`config.mk`:
```
export PLATFORM = sky130hd
export DESIGN_NAME = hamming_encode_and_check_unit_flat
export DESIGN_NICKNAME = d
export VERILOG_FILES = /design/src/rtl/core/hec_pkg.sv /design/src/rtl/core/hec_if.sv /design/src/rtl/core/hec_code.sv /design/src/rtl/core/hamming_encode_and_check_unit.sv /design/src/flat_wrapper.sv
export SDC_FILE = /design/constraint.sdc
export NUM_CORES = 1
export LEC_CHECK = 0
export BUFFER_PORTS_ARGS = -buffer_cell sky130_fd_sc_hd__buf_2
export CAP_MARGIN = 20
export CORE_MARGIN = 4
export CORE_UTILIZATION = 40
export DETAILED_ROUTE_END_ITERATION = 12
export GPL_TIMING_DRIVEN = 0
export SLEW_MARGIN = 20
export SYNTH_ARGS = -nofsm -noshare
export SYNTH_HDL_FRONTEND = slang
export SYNTH_SLANG_ARGS = --single-unit
```
`constraint.sdc`:
```
create_clock -name clk -period 5.7 [get_ports clk]
set_input_delay 0.285 -clock clk [delete_from_list [all_inputs] [get_ports clk]]
set_output_delay 0.285 -clock clk [all_outputs]
set_load 0.05 [all_outputs]
```
`src/rtl/core/hec_pkg.sv`:
```
package hec_pkg;

  localparam int WORD_W     = 64;
  localparam int DATA_W     = 57;
  localparam int DLEN_W     = 6;
  localparam int RLEN_W     = 7;
  localparam int POS_W      = 6;
  localparam int DATA_LIMIT = 57;

  typedef enum logic {
    REQ_ENCODE = 1'b0,
    REQ_CHECK  = 1'b1
  } req_type_t;

  typedef struct packed {
    req_type_t           req_type;
    logic [DATA_W-1:0]   data_bits;
    logic [DLEN_W-1:0]   data_length;
    logic [WORD_W-1:0]   received_word;
    logic [RLEN_W-1:0]   received_length;
  } hec_req_t;

  typedef struct packed {
    logic [WORD_W-1:0]   codeword;
    logic [RLEN_W-1:0]   code_length;
    logic                error_found;
    logic [POS_W-1:0]    error_position;
  } hec_res_t;

  // Smallest r with 2^r >= k + r + 1, for k below 64.
  function automatic logic [2:0] parity_count(logic [DLEN_W-1:0] k);
    int cnt;
    cnt = 1;
    for (int i = 1; i <= 6; i++) begin
      if ((1 << i) < int'(k) + i + 1) begin
        cnt++;
      end
    end
    return 3'(cnt);
  endfunction

  // Largest data length whose codeword still fits within code_max bits.
  function automatic int data_max(int code_max);
    int k;
    k = DATA_LIMIT;
    for (int i = 0; i < DATA_LIMIT; i++) begin
      if (k > 1 && k + int'(parity_count(DLEN_W'(k))) > code_max) begin
        k--;
      end
    end
    return k;
  endfunction

  // Positions covered by the parity bit at position 2^j, excluding that position.
  function automatic logic [WORD_W-1:0] cover_mask(int j);
    logic [WORD_W-1:0] m;
    m = '0;
    for (int pos = 1; pos <= WORD_W; pos++) begin
      if (((pos >> j) & 1) == 1 && pos != (1 << j)) begin
        m[pos-1] = 1'b1;
      end
    end
    return m;
  endfunction

endpackage

```
`src/rtl/core/hec_if.sv`:
```
interface hec_req_if;
  logic                      valid;
  logic                      ready;
  logic                      req_type;
  logic [hec_pkg::DATA_W-1:0] data_bits;
  logic [hec_pkg::DLEN_W-1:0] data_length;
  logic [hec_pkg::WORD_W-1:0] received_word;
  logic [hec_pkg::RLEN_W-1:0] received_length;

  modport source (output valid, req_type, data_bits, data_length, received_word,
                  received_length, input ready);
  modport sink (input valid, req_type, data_bits, data_length, received_word,
                received_length, output ready);
endinterface

interface hec_res_if;
  logic                      valid;
  logic                      ready;
  logic [hec_pkg::WORD_W-1:0] codeword;
  logic [hec_pkg::RLEN_W-1:0] code_length;
  logic                      error_found;
  logic [hec_pkg::POS_W-1:0]  error_position;

  modport source (output valid, codeword, code_length, error_found, error_position,
                  input ready);
  modport sink (input valid, codeword, code_length, error_found, error_position,
                output ready);
endinterface

```
`src/rtl/core/hec_code.sv`:
```
module hec_code #(
  parameter int CODE_MAX = 64
) (
  input  hec_pkg::hec_req_t req,
  output hec_pkg::hec_res_t res
);
  import hec_pkg::*;

  localparam int KMAX = data_max(CODE_MAX);

  logic [DLEN_W-1:0] k;
  logic [2:0]        r;
  logic [RLEN_W-1:0] n;
  logic [DATA_W-1:0] data_masked;
  logic [WORD_W-1:0] placed;
  logic [WORD_W-1:0] codeword;
  logic [RLEN_W-1:0] len;
  logic [WORD_W-1:0] word_masked;
  logic [POS_W-1:0]  syn;

  always_comb begin
    if (req.data_length == '0) begin
      k = DLEN_W'(1);
    end else if (req.data_length > DLEN_W'(DATA_LIMIT)) begin
      k = DLEN_W'(DATA_LIMIT);
    end else begin
      k = req.data_length;
    end
    if (k > DLEN_W'(KMAX)) begin
      k = DLEN_W'(KMAX);
    end
  end

  assign r = parity_count(k);
  assign n = RLEN_W'(k) + RLEN_W'(r);

  always_comb begin
    int idx;
    idx = 0;
    for (int i = 0; i < DATA_W; i++) begin
      data_masked[i] = req.data_bits[i] & (i < int'(k));
    end
    placed = '0;
    for (int pos = 1; pos <= WORD_W; pos++) begin
      if ((pos & (pos - 1)) != 0) begin
        if (idx < DATA_W) begin
          placed[pos-1] = data_masked[idx];
        end
        idx++;
      end
    end
  end

  always_comb begin
    codeword = placed;
    for (int j = 0; j < POS_W; j++) begin
      if (RLEN_W'(1 << j) <= n) begin
        codeword[(1 << j) - 1] = ^(placed & cover_mask(j));
      end
    end
  end

  assign len = (req.received_length > RLEN_W'(CODE_MAX)) ? RLEN_W'(CODE_MAX)
                                                         : req.received_length;

  always_comb begin
    for (int i = 0; i < WORD_W; i++) begin
      word_masked[i] = req.received_word[i] & (i < int'(len));
    end
    for (int j = 0; j < POS_W; j++) begin
      syn[j] = (RLEN_W'(1 << j) < len) & ^(word_masked & cover_mask(j));
      syn[j] = syn[j] & 1'b1;
      if (RLEN_W'(1 << j) < len) begin
        syn[j] = ^(word_masked & cover_mask(j)) ^ word_masked[(1 << j) - 1];
      end else begin
        syn[j] = 1'b0;
      end
    end
  end

  always_comb begin
    res = '0;
    unique case (req.req_type)
      REQ_ENCODE: begin
        res.codeword    = codeword;
        res.code_length = n;
      end
      REQ_CHECK: begin
        res.error_found    = |syn;
        res.error_position = (syn != '0) ? syn - POS_W'(1) : '0;
      end
      default: res = '0;
    endcase
  end

endmodule

```
`src/rtl/core/hamming_encode_and_check_unit.sv`:
```
// Variable-length even-parity Hamming encoder and checker. An encode request
// (req_type 0) returns the codeword with parity at the power-of-two positions
// and its length; a check request (req_type 1) returns whether the syndrome is
// nonzero and the zero-based error position. Bit 0 of every word is position 1.
// The block accepts one request every clock cycle while the result is not
// stalled; a request passes from the request register through the XOR trees
// into the result register. The result register lets a new request enter the
// empty request register while a finished result waits to be taken.
module hamming_encode_and_check_unit #(
  parameter int CODE_MAX = 64
) (
  input logic     clk,
  input logic     rst,
  hec_req_if.sink req,
  hec_res_if.source res
);
  import hec_pkg::*;

  hec_req_t req_q;
  logic     req_valid;
  hec_res_t res_d;
  hec_res_t res_q;
  logic     res_valid;
  logic     res_adv;

  assign res_adv   = !res_valid || res.ready;
  assign req.ready = !req_valid || res_adv;

  always_ff @(posedge clk) begin
    if (rst) begin
      req_valid <= 1'b0;
      res_valid <= 1'b0;
    end else begin
      if (req.ready) begin
        req_valid <= req.valid;
      end
      if (res_adv) begin
        res_valid <= req_valid;
      end
    end
  end

  always_ff @(posedge clk) begin
    if (req.valid && req.ready) begin
      req_q.req_type        <= req_type_t'(req.req_type);
      req_q.data_bits       <= req.data_bits;
      req_q.data_length     <= req.data_length;
      req_q.received_word   <= req.received_word;
      req_q.received_length <= req.received_length;
    end
    if (res_adv && req_valid) begin
      res_q <= res_d;
    end
  end

  hec_code #(
    .CODE_MAX(CODE_MAX)
  ) u_code (
    .req(req_q),
    .res(res_d)
  );

  assign res.valid          = res_valid;
  assign res.codeword       = res_q.codeword;
  assign res.code_length    = res_q.code_length;
  assign res.error_found    = res_q.error_found;
  assign res.error_position = res_q.error_position;

  a_accept_loads : assert property (@(posedge clk) disable iff (rst)
    (req.valid && req.ready) |=> req_valid)
    else $error("accepted request not held in the request register");

  a_no_error_pos : assert property (@(posedge clk) disable iff (rst)
    (res.valid && !res.error_found) |-> (res.error_position == '0))
    else $error("error position set without an error");

  a_kind_exclusive : assert property (@(posedge clk) disable iff (rst)
    res.valid |-> !(res.error_found && res.code_length != '0))
    else $error("result carries both encode and check fields");

  a_length_range : assert property (@(posedge clk) disable iff (rst)
    (res.valid && res.code_length != '0) |->
      (res.code_length >= RLEN_W'(3) && res.code_length <= RLEN_W'(CODE_MAX)))
    else $error("code length out of range");

endmodule
```
`src/flat_wrapper.sv`:
```
// flat-port wrapper written by rule: the top's interface ports become plain ports
module hamming_encode_and_check_unit_flat import hec_pkg::*;
#(
  parameter int CODE_MAX = 64
)
  (clk, rst, req_valid, req_req_type, req_data_bits, req_data_length, req_received_word, req_received_length, req_ready, res_valid, res_codeword, res_code_length, res_error_found, res_error_position, res_ready);
  hec_req_if req_i ();
  hec_res_if res_i ();
  input logic clk;
  input logic rst;
  input wire logic [$bits(req_i.valid)-1:0] req_valid;
  input wire logic [$bits(req_i.req_type)-1:0] req_req_type;
  input wire logic [$bits(req_i.data_bits)-1:0] req_data_bits;
  input wire logic [$bits(req_i.data_length)-1:0] req_data_length;
  input wire logic [$bits(req_i.received_word)-1:0] req_received_word;
  input wire logic [$bits(req_i.received_length)-1:0] req_received_length;
  output wire logic [$bits(req_i.ready)-1:0] req_ready;
  output wire logic [$bits(res_i.valid)-1:0] res_valid;
  output wire logic [$bits(res_i.codeword)-1:0] res_codeword;
  output wire logic [$bits(res_i.code_length)-1:0] res_code_length;
  output wire logic [$bits(res_i.error_found)-1:0] res_error_found;
  output wire logic [$bits(res_i.error_position)-1:0] res_error_position;
  input wire logic [$bits(res_i.ready)-1:0] res_ready;
  assign req_i.valid = req_valid;
  assign req_i.req_type = req_req_type;
  assign req_i.data_bits = req_data_bits;
  assign req_i.data_length = req_data_length;
  assign req_i.received_word = req_received_word;
  assign req_i.received_length = req_received_length;
  assign req_ready = req_i.ready;
  assign res_valid = res_i.valid;
  assign res_codeword = res_i.codeword;
  assign res_code_length = res_i.code_length;
  assign res_error_found = res_i.error_found;
  assign res_error_position = res_i.error_position;
  assign res_i.ready = res_ready;
  hamming_encode_and_check_unit #(.CODE_MAX(CODE_MAX)) u_core (.clk(clk), .rst(rst), .req(req_i), .res(res_i));
endmodule
```
; Word level (Yosys, flattened, before mapping)
; Index checks and enable logic that the tools add are counted.
[classes]
bitwise = 145
n_mux = 28
n_reduce_logical = 28
n_addsub = 19
order_cmp = 142
[ops]
columns = operator, count
row1 = $reduce_xor A64 Y1, 12
row2 = $and A64 B63 Y64, 6
row3 = $and A63 B63 Y63, 6
row4 = $lt A6 B7 Y1 const A, 33
row5 = $lt A6 B6 Y1 const A, 25
row6 = $and A1 B1 Y1, 121
row7 = $lt A5 B7 Y1 const A, 17
row8 = $lt A5 B6 Y1 const A, 16
row9 = $lt A4 B7 Y1 const A, 9
row10 = $add A7 B1 Y8 const B, 6
row11 = $lt A4 B6 Y1 const A, 8
row12 = $lt A3 B7 Y1 const A, 5
row13 = $lt A3 B6 Y1 const A, 4
row14 = $add A6 B3 Y7 const B, 3
row15 = $lt A1 B7 Y1 const A, 3
row16 = $lt A2 B7 Y1 const A, 3
row17 = $mux W1, 18
row18 = $mux W6, 3
row19 = $mux W3, 5
row20 = $add A6 B2 Y7 const B, 2
row21 = $add A3 B2 Y3 const B, 4
row22 = $gt A6 B6 Y1 const B, 2
row23 = $lt A1 B6 Y1 const A, 2
row24 = $lt A2 B6 Y1 const A, 2
row25 = other kinds (29), 47
[totals]
input_bits = 139
ff_bits = 215
elab_cells = 380
output_inout_bits = 80

; Depth between registers and ports, before layout
[logic_depth]
word_depth = 24
ltp_mapped = 26

; Modules after synthesis
; From an unflattened synthesis, not the netlist that was laid out.
[hier_totals]
hier_cells = 1168
area_unflattened_um2 = 12739.7
[by_module_without_submodules]
columns = mod, cells_per_inst, area_each_um2, n_inst
row1 = hamming_encode_and_check_unit, 223, 6500.0, 1
row2 = hec_code, 945, 6239.7, 1

; Least setup slack after synthesis
; OpenSTA, ideal clock, no wires.
[synth_path]
path_kind = register -> register
start = register u_core.req_q[74] in the netlist's numbering
end = register u_core.res_q, in the netlist u_core.res.codeword[0], data pin
path_slack_ps = 184
path_buffers = 5
arrival_ps = 5246
path_stages_with_launch = 26
period_less_slack_ps = 5516
required_ps = 5430
path_cell_list = edfxtp_1 > clkbuf_1 > buf_1 > clkbuf_1 > clkbuf_1 > ha_1 > clkbuf_1 > nand2_1 > a21oi_1 > a21oi_1 > nor3_1 > nor2_1 > xor2_1 > ha_1 > mux2_2 > ha_1 > mux2_2 > ha_1 > mux2_2 > ha_1 > a21o_1 > nor2_1 > a21oi_1 > nor4_1 > nor2b_1 > nor3_1
[synth_via]
elab_chain_cells = 23
word_cells_on_any_way = 155
classes_between = add/sub: 18 / order compare: 66 / mux: 9 / bitwise: 59 / reduce/logical: 3
[synth_rtl]
columns = element, line_no
row1 = "start, declared", hamming_encode_and_check_unit.sv:19  ; hec_req_t req_q;
row2 = $gt A6 B6 Y1, hec_code.sv:24  ; end else if (req.data_length > DLEN_W'(DATA_LIMIT)) begin
row3 = $mux W6, hec_code.sv:24
row4 = $mux W6 *, hec_code.sv:22  ; if (req.data_length == '0) begin
row5 = $gt A6 B6 Y1, hec_code.sv:29  ; if (k > DLEN_W'(KMAX)) begin
row6 = $mux W6 *, hec_code.sv:29
row7 = $add A6 B1 Y7, hec_pkg.sv:35  ; if ((1 << i) < int'(k) + i + 1) begin
row8 = $add A7 B1 Y8, hec_pkg.sv:35
row9 = $lt A2 B8 Y1, hec_pkg.sv:35
row10 = [7 not listed], --
row11 = $add A3 B2 Y3, hec_pkg.sv:36  ; cnt++;
row12 = $mux W3, hec_pkg.sv:35
row13 = $add A3 B2 Y3, hec_pkg.sv:36
row14 = $mux W3, hec_pkg.sv:35
row15 = $add A6 B3 Y7, hec_code.sv:35  ; assign n = RLEN_W'(k) + RLEN_W'(r);
row16 = $le A1 B7 Y1, hec_code.sv:57  ; if (RLEN_W'(1 << j) <= n) begin
row17 = $not A1 Y1 (no line), --
row18 = $reduce_or A2 Y1 (no line), --
row19 = "end signal, assigned", hamming_encode_and_check_unit.sv:52  ; res_q <= res_d;
row20 = "end, declared", hamming_encode_and_check_unit.sv:22  ; hec_res_t res_q;
; Every way passes the cells marked *; elsewhere a longest branch is shown, timed or not.
; A chain may end at the register's enable or synchronous reset.

; Worst setup path in the final report
[layout_path]
start = register u_core.req_q[76] in the netlist's numbering
end = register u_core.res_q, in the netlist u_core.res.codeword[0], data pin
; Same word-level chain as after synthesis.

==> flow_summary_export.csv <==
group,metric,value,unit
sta,worst_slew_pin_slew,0.976,ns
floorplanning,boundaryPins,219,
synthesis,async_flop_share,0,%
worst_setup_path,worstPathArrival,5.80,ns
clock_network,cts_num_sinks,213,
sta,slew_violations,0,
power_and_ir_drop,leakage,6.61,nW
routing,routed_wirelength,44900,um
clock_network,h-tree-depth,1,
worst_setup_path,reg2regPathDepth,22,
final_layout,drive_gt1_share,24.1,%
routing,wl_per_cell,22.6,um
grt,use_met2,37.5,%
synthesis,netlist_area,12700,sq um
routing,drc,0,
synthesis,synth_cell_types,91,
synthesis,yosysTopAreaCellShare,49.9,%
sta,slew_headroom,34.6,%
sta,fmax,180,MHz
synthesis,ys_seq_elements,213,
synthesis,synthCells,1167,
grt,grt_pass1_wl,64900,um
synthesis,syn_nets,1317,
grt,grt_usage,25.1,%
grt,top_usage_layer,"met1",
clock_network,clkSlewWorstSetupHoldPaths,0.06,ns
final_layout,fillers,2727,
routing,first_pass_iters,6,
run_status,outcome,"complete, no violations",
place,gp_congestion,0.980,
floorplanning,floorplan.rows,64,
synthesis,yosysWarnings,0,
power_and_ir_drop,power,5.24,mW
sta,fin_crit,5.56,ns
sta,fin_setup_tns,0,ns
worst_setup_path,path_class,"flop to flop",
power_and_ir_drop,vdd_drop_max,0.261,mV
sta,hold_viol,0,
power_and_ir_drop,power.density,308,nW/um^2
final_layout,syn2layout_area_growth,33.9,%
routing,vias,10917,
floorplanning,dieHeight,186,um
clock_network,worstSkewPairLatency,0.55,ns
synthesis,synth-edff-count,211,
grt,grt_pass1_vias,10584,
min_path,holdPathStages,4,
final_layout,final_net_count,1724,
floorplanning,die_w,186,um
sta,fin_ws,0.141,ns
worst_setup_path,max_stage_delay,0.44,ns
final_layout,final_core_util,55.0,%
synthesis,ys_seq_area_share,50.3,%
clock_network,clock_path_buffers,3,
worst_setup_path,cp-start-kind,"flop",
worst_setup_path,path_cells,"buf_4 > nand3_4 > nand2_2 > inv_2 > ha_1 > buf_2 > nand4_1 > a221oi_4 > xor2_1 > ha_1 > mux2_4 > ha_4 > mux2_4 > ha_2 > a221oi_2 > xnor3_2 > xnor2_2 > nor2_2 > a21oi_2 > nor4_2 > nor2b_1 > nor3_1",
synthesis,netlist_top_cells_area,"edfxtp_1, xnor2_1, xor2_1",
worst_setup_path,worst_ep_required_time,5.94,ns
routing,viasPerCell,5.49,
synthesis,syn_area_per_cell,10.9,sq um
synthesis,yosysMostFrequentCell,"edfxtp_1",
min_path,hold_path_class,"primary input to flop",
sta,setup_viol,0,
grt,grtUsageMet3,4.59,%
worst_setup_path,path_max_fanout,10,
place,dpl.hpwl,32700,um
place,dp_slack,-1.51,ns
worst_setup_path,slowest_stage,"a221oi_4",
routing,drtIter0Drc,1012,
worst_setup_path,cp-end-kind,"flop",
floorplanning,die_area,34600,sq um
job,drv_cap,0,
grt,grtUsageMet1,38.1,%
clock_network,cts_tree,"done",
synthesis,synth_top_area_cell,"edfxtp_1",
final_layout,n_antenna_cell,0,
place,numPortBuffers,216,
sta,fin_crit_sh,97.5,%
synthesis,synthFlopType,"edfxtp_1",
grt,grt_max_degree,54,
synthesis,yosys-top-cells-count,"edfxtp_1, xnor2_1, nor2_1",
floorplanning,initial_core_util,41.0,%
grt,grt_overflow_total,0,
clock_network,cts-root-buf,"clkbuf_16",
sta,fin_skew,0.0250,ns
floorplanning,coreArea,30900,sq um
grt,antenna_found_initial,0,
clock_network,cts_buffers,24,
routing,detail-route-antenna-nets,0,
-- cells in the final DEF, fill, tap and decap left out, drive strengths merged, types with 14 or more instances in the layout --
master,count
nand2,74
a21oi,71
buf,276
clkbuf,62
nor2,111
nand2b,14
a31oi,14
nor3,27
mux2i,19
edfxtp,211
xor2,53
nand3,23
xnor2,115
nor2b,18
dlygate4sd3,136
nor3b,19
o21ai,97
inv,23
-- logic make-up (layout without fill, tap and decap cells) --
| family | count (synthesis) | after routing | share of synthesized area (%) |
|---|---|---|---|
| AO/OA/AOI/OAI | 289 | 289 | 14.5 |
| XOR/XNOR | 182 | 182 | 14.2 |
| adder cells (fa/ha/maj) | 11 | 11 | 1.14 |
| buffers and inverters | 90 | 515 | 3.24 |
| flip-flops | 213 | 213 | 50.3 |
| multiplexers | 24 | 24 | 2.03 |
| other | 1 | 1 | 0.0296 |
| AND/OR/NAND/NOR | 357 | 357 | 14.6 |
-- flip-flops by register name (all words and copies together) (netlist names) --
register,count
u_core.res.error_position,6
u_core.req_valid,1
u_core.res.error_found,1
u_core.res.codeword,63
u_core.res.code_length,7
u_core.res.valid,1
u_core.req_q,134
-- stage by stage --
step,hold WS [ns],cells,cell area [sq um]
finish,0.133,1988,17000
CTS,0.0871,1975,16700
detailed placement,0.463,1783,14400
global route,0.127,1988,17000
global placement,0.462,1779,14300
floorplan,0.357,1167,12700
-- final cells by class --
| cell class | count | area, sq um | share of cell area, % |
|---|---|---|---|
| multi-input cells | 864 | 6080 | 35.8 |
| clock buffers | 27 | 612 | 3.60 |
| repair buffers | 382 | 2750 | 16.2 |
| inverters | 24 | 97.6 | 0.574 |
| plain buffers | 65 | 403 | 2.37 |
| flip-flops and latches | 213 | 6380 | 37.5 |
| well taps | 396 | 495 | 2.92 |
| clock inverters | 17 | 178 | 1.05 |
-- worst max-delay path: cells and delay by family, from the launching register on --
family / cells / cell delay, ns
flops: 1 / 0.42
simple gates: 7 / 1.17
compound gates: 3 / 0.82
buf+inv: 3 / 0.61
xor+xnor: 3 / 0.83
fa+ha+maj: 4 / 0.85
mux: 2 / 0.56
-- final timing paths --
kind / start / endpoint / slack (ns)
setup / recovery: u_core.req_q[76]$_DFFE_PP_ / u_core.res.codeword[0]$_SDFFCE_PP0P_ / 0.14
hold reg to reg: u_core.req_valid$_SDFFE_PP0N_ / u_core.res.valid$_SDFFE_PP0P_ / 0.56
hold / removal: res_ready / u_core.res.valid$_SDFFE_PP0P_ / 0.13
setup reg to reg: u_core.req_q[76]$_DFFE_PP_ / u_core.res.codeword[0]$_SDFFCE_PP0P_ / 0.14
-- where the power goes --
group,total [mW],internal [mW],switching (mW)
sequential,1.93,1.87,0.0652
clock,1.54,0.913,0.627
combinational,1.76,0.745,1.02
-- routing by layer --
layer  share of wire (%)  vias to the layer above  wire length, um
met2                  43                      491            19200
met1                  47                     5272            21100
met5                   0                        -                0
li1                    -                     5094                -
met4                 2.3                        0             1050
met3                 8.0                       60             3600
-- repair_timing --
| action | 4_1_cts | 5_1_grt |
|---|---|---|
| pin swaps | 4 | 11 |
| hold buffers | 136 | 0 |
| buffers inserted | 12 | 13 |
| endpoints found under the hold margin | 136 | 0 |
| gates cloned | 0 | 1 |
| gates resized for setup | 36 | 32 |
| setup endpoints to repair | 12 | 8 |
Power figures use the tool's default switching activity.
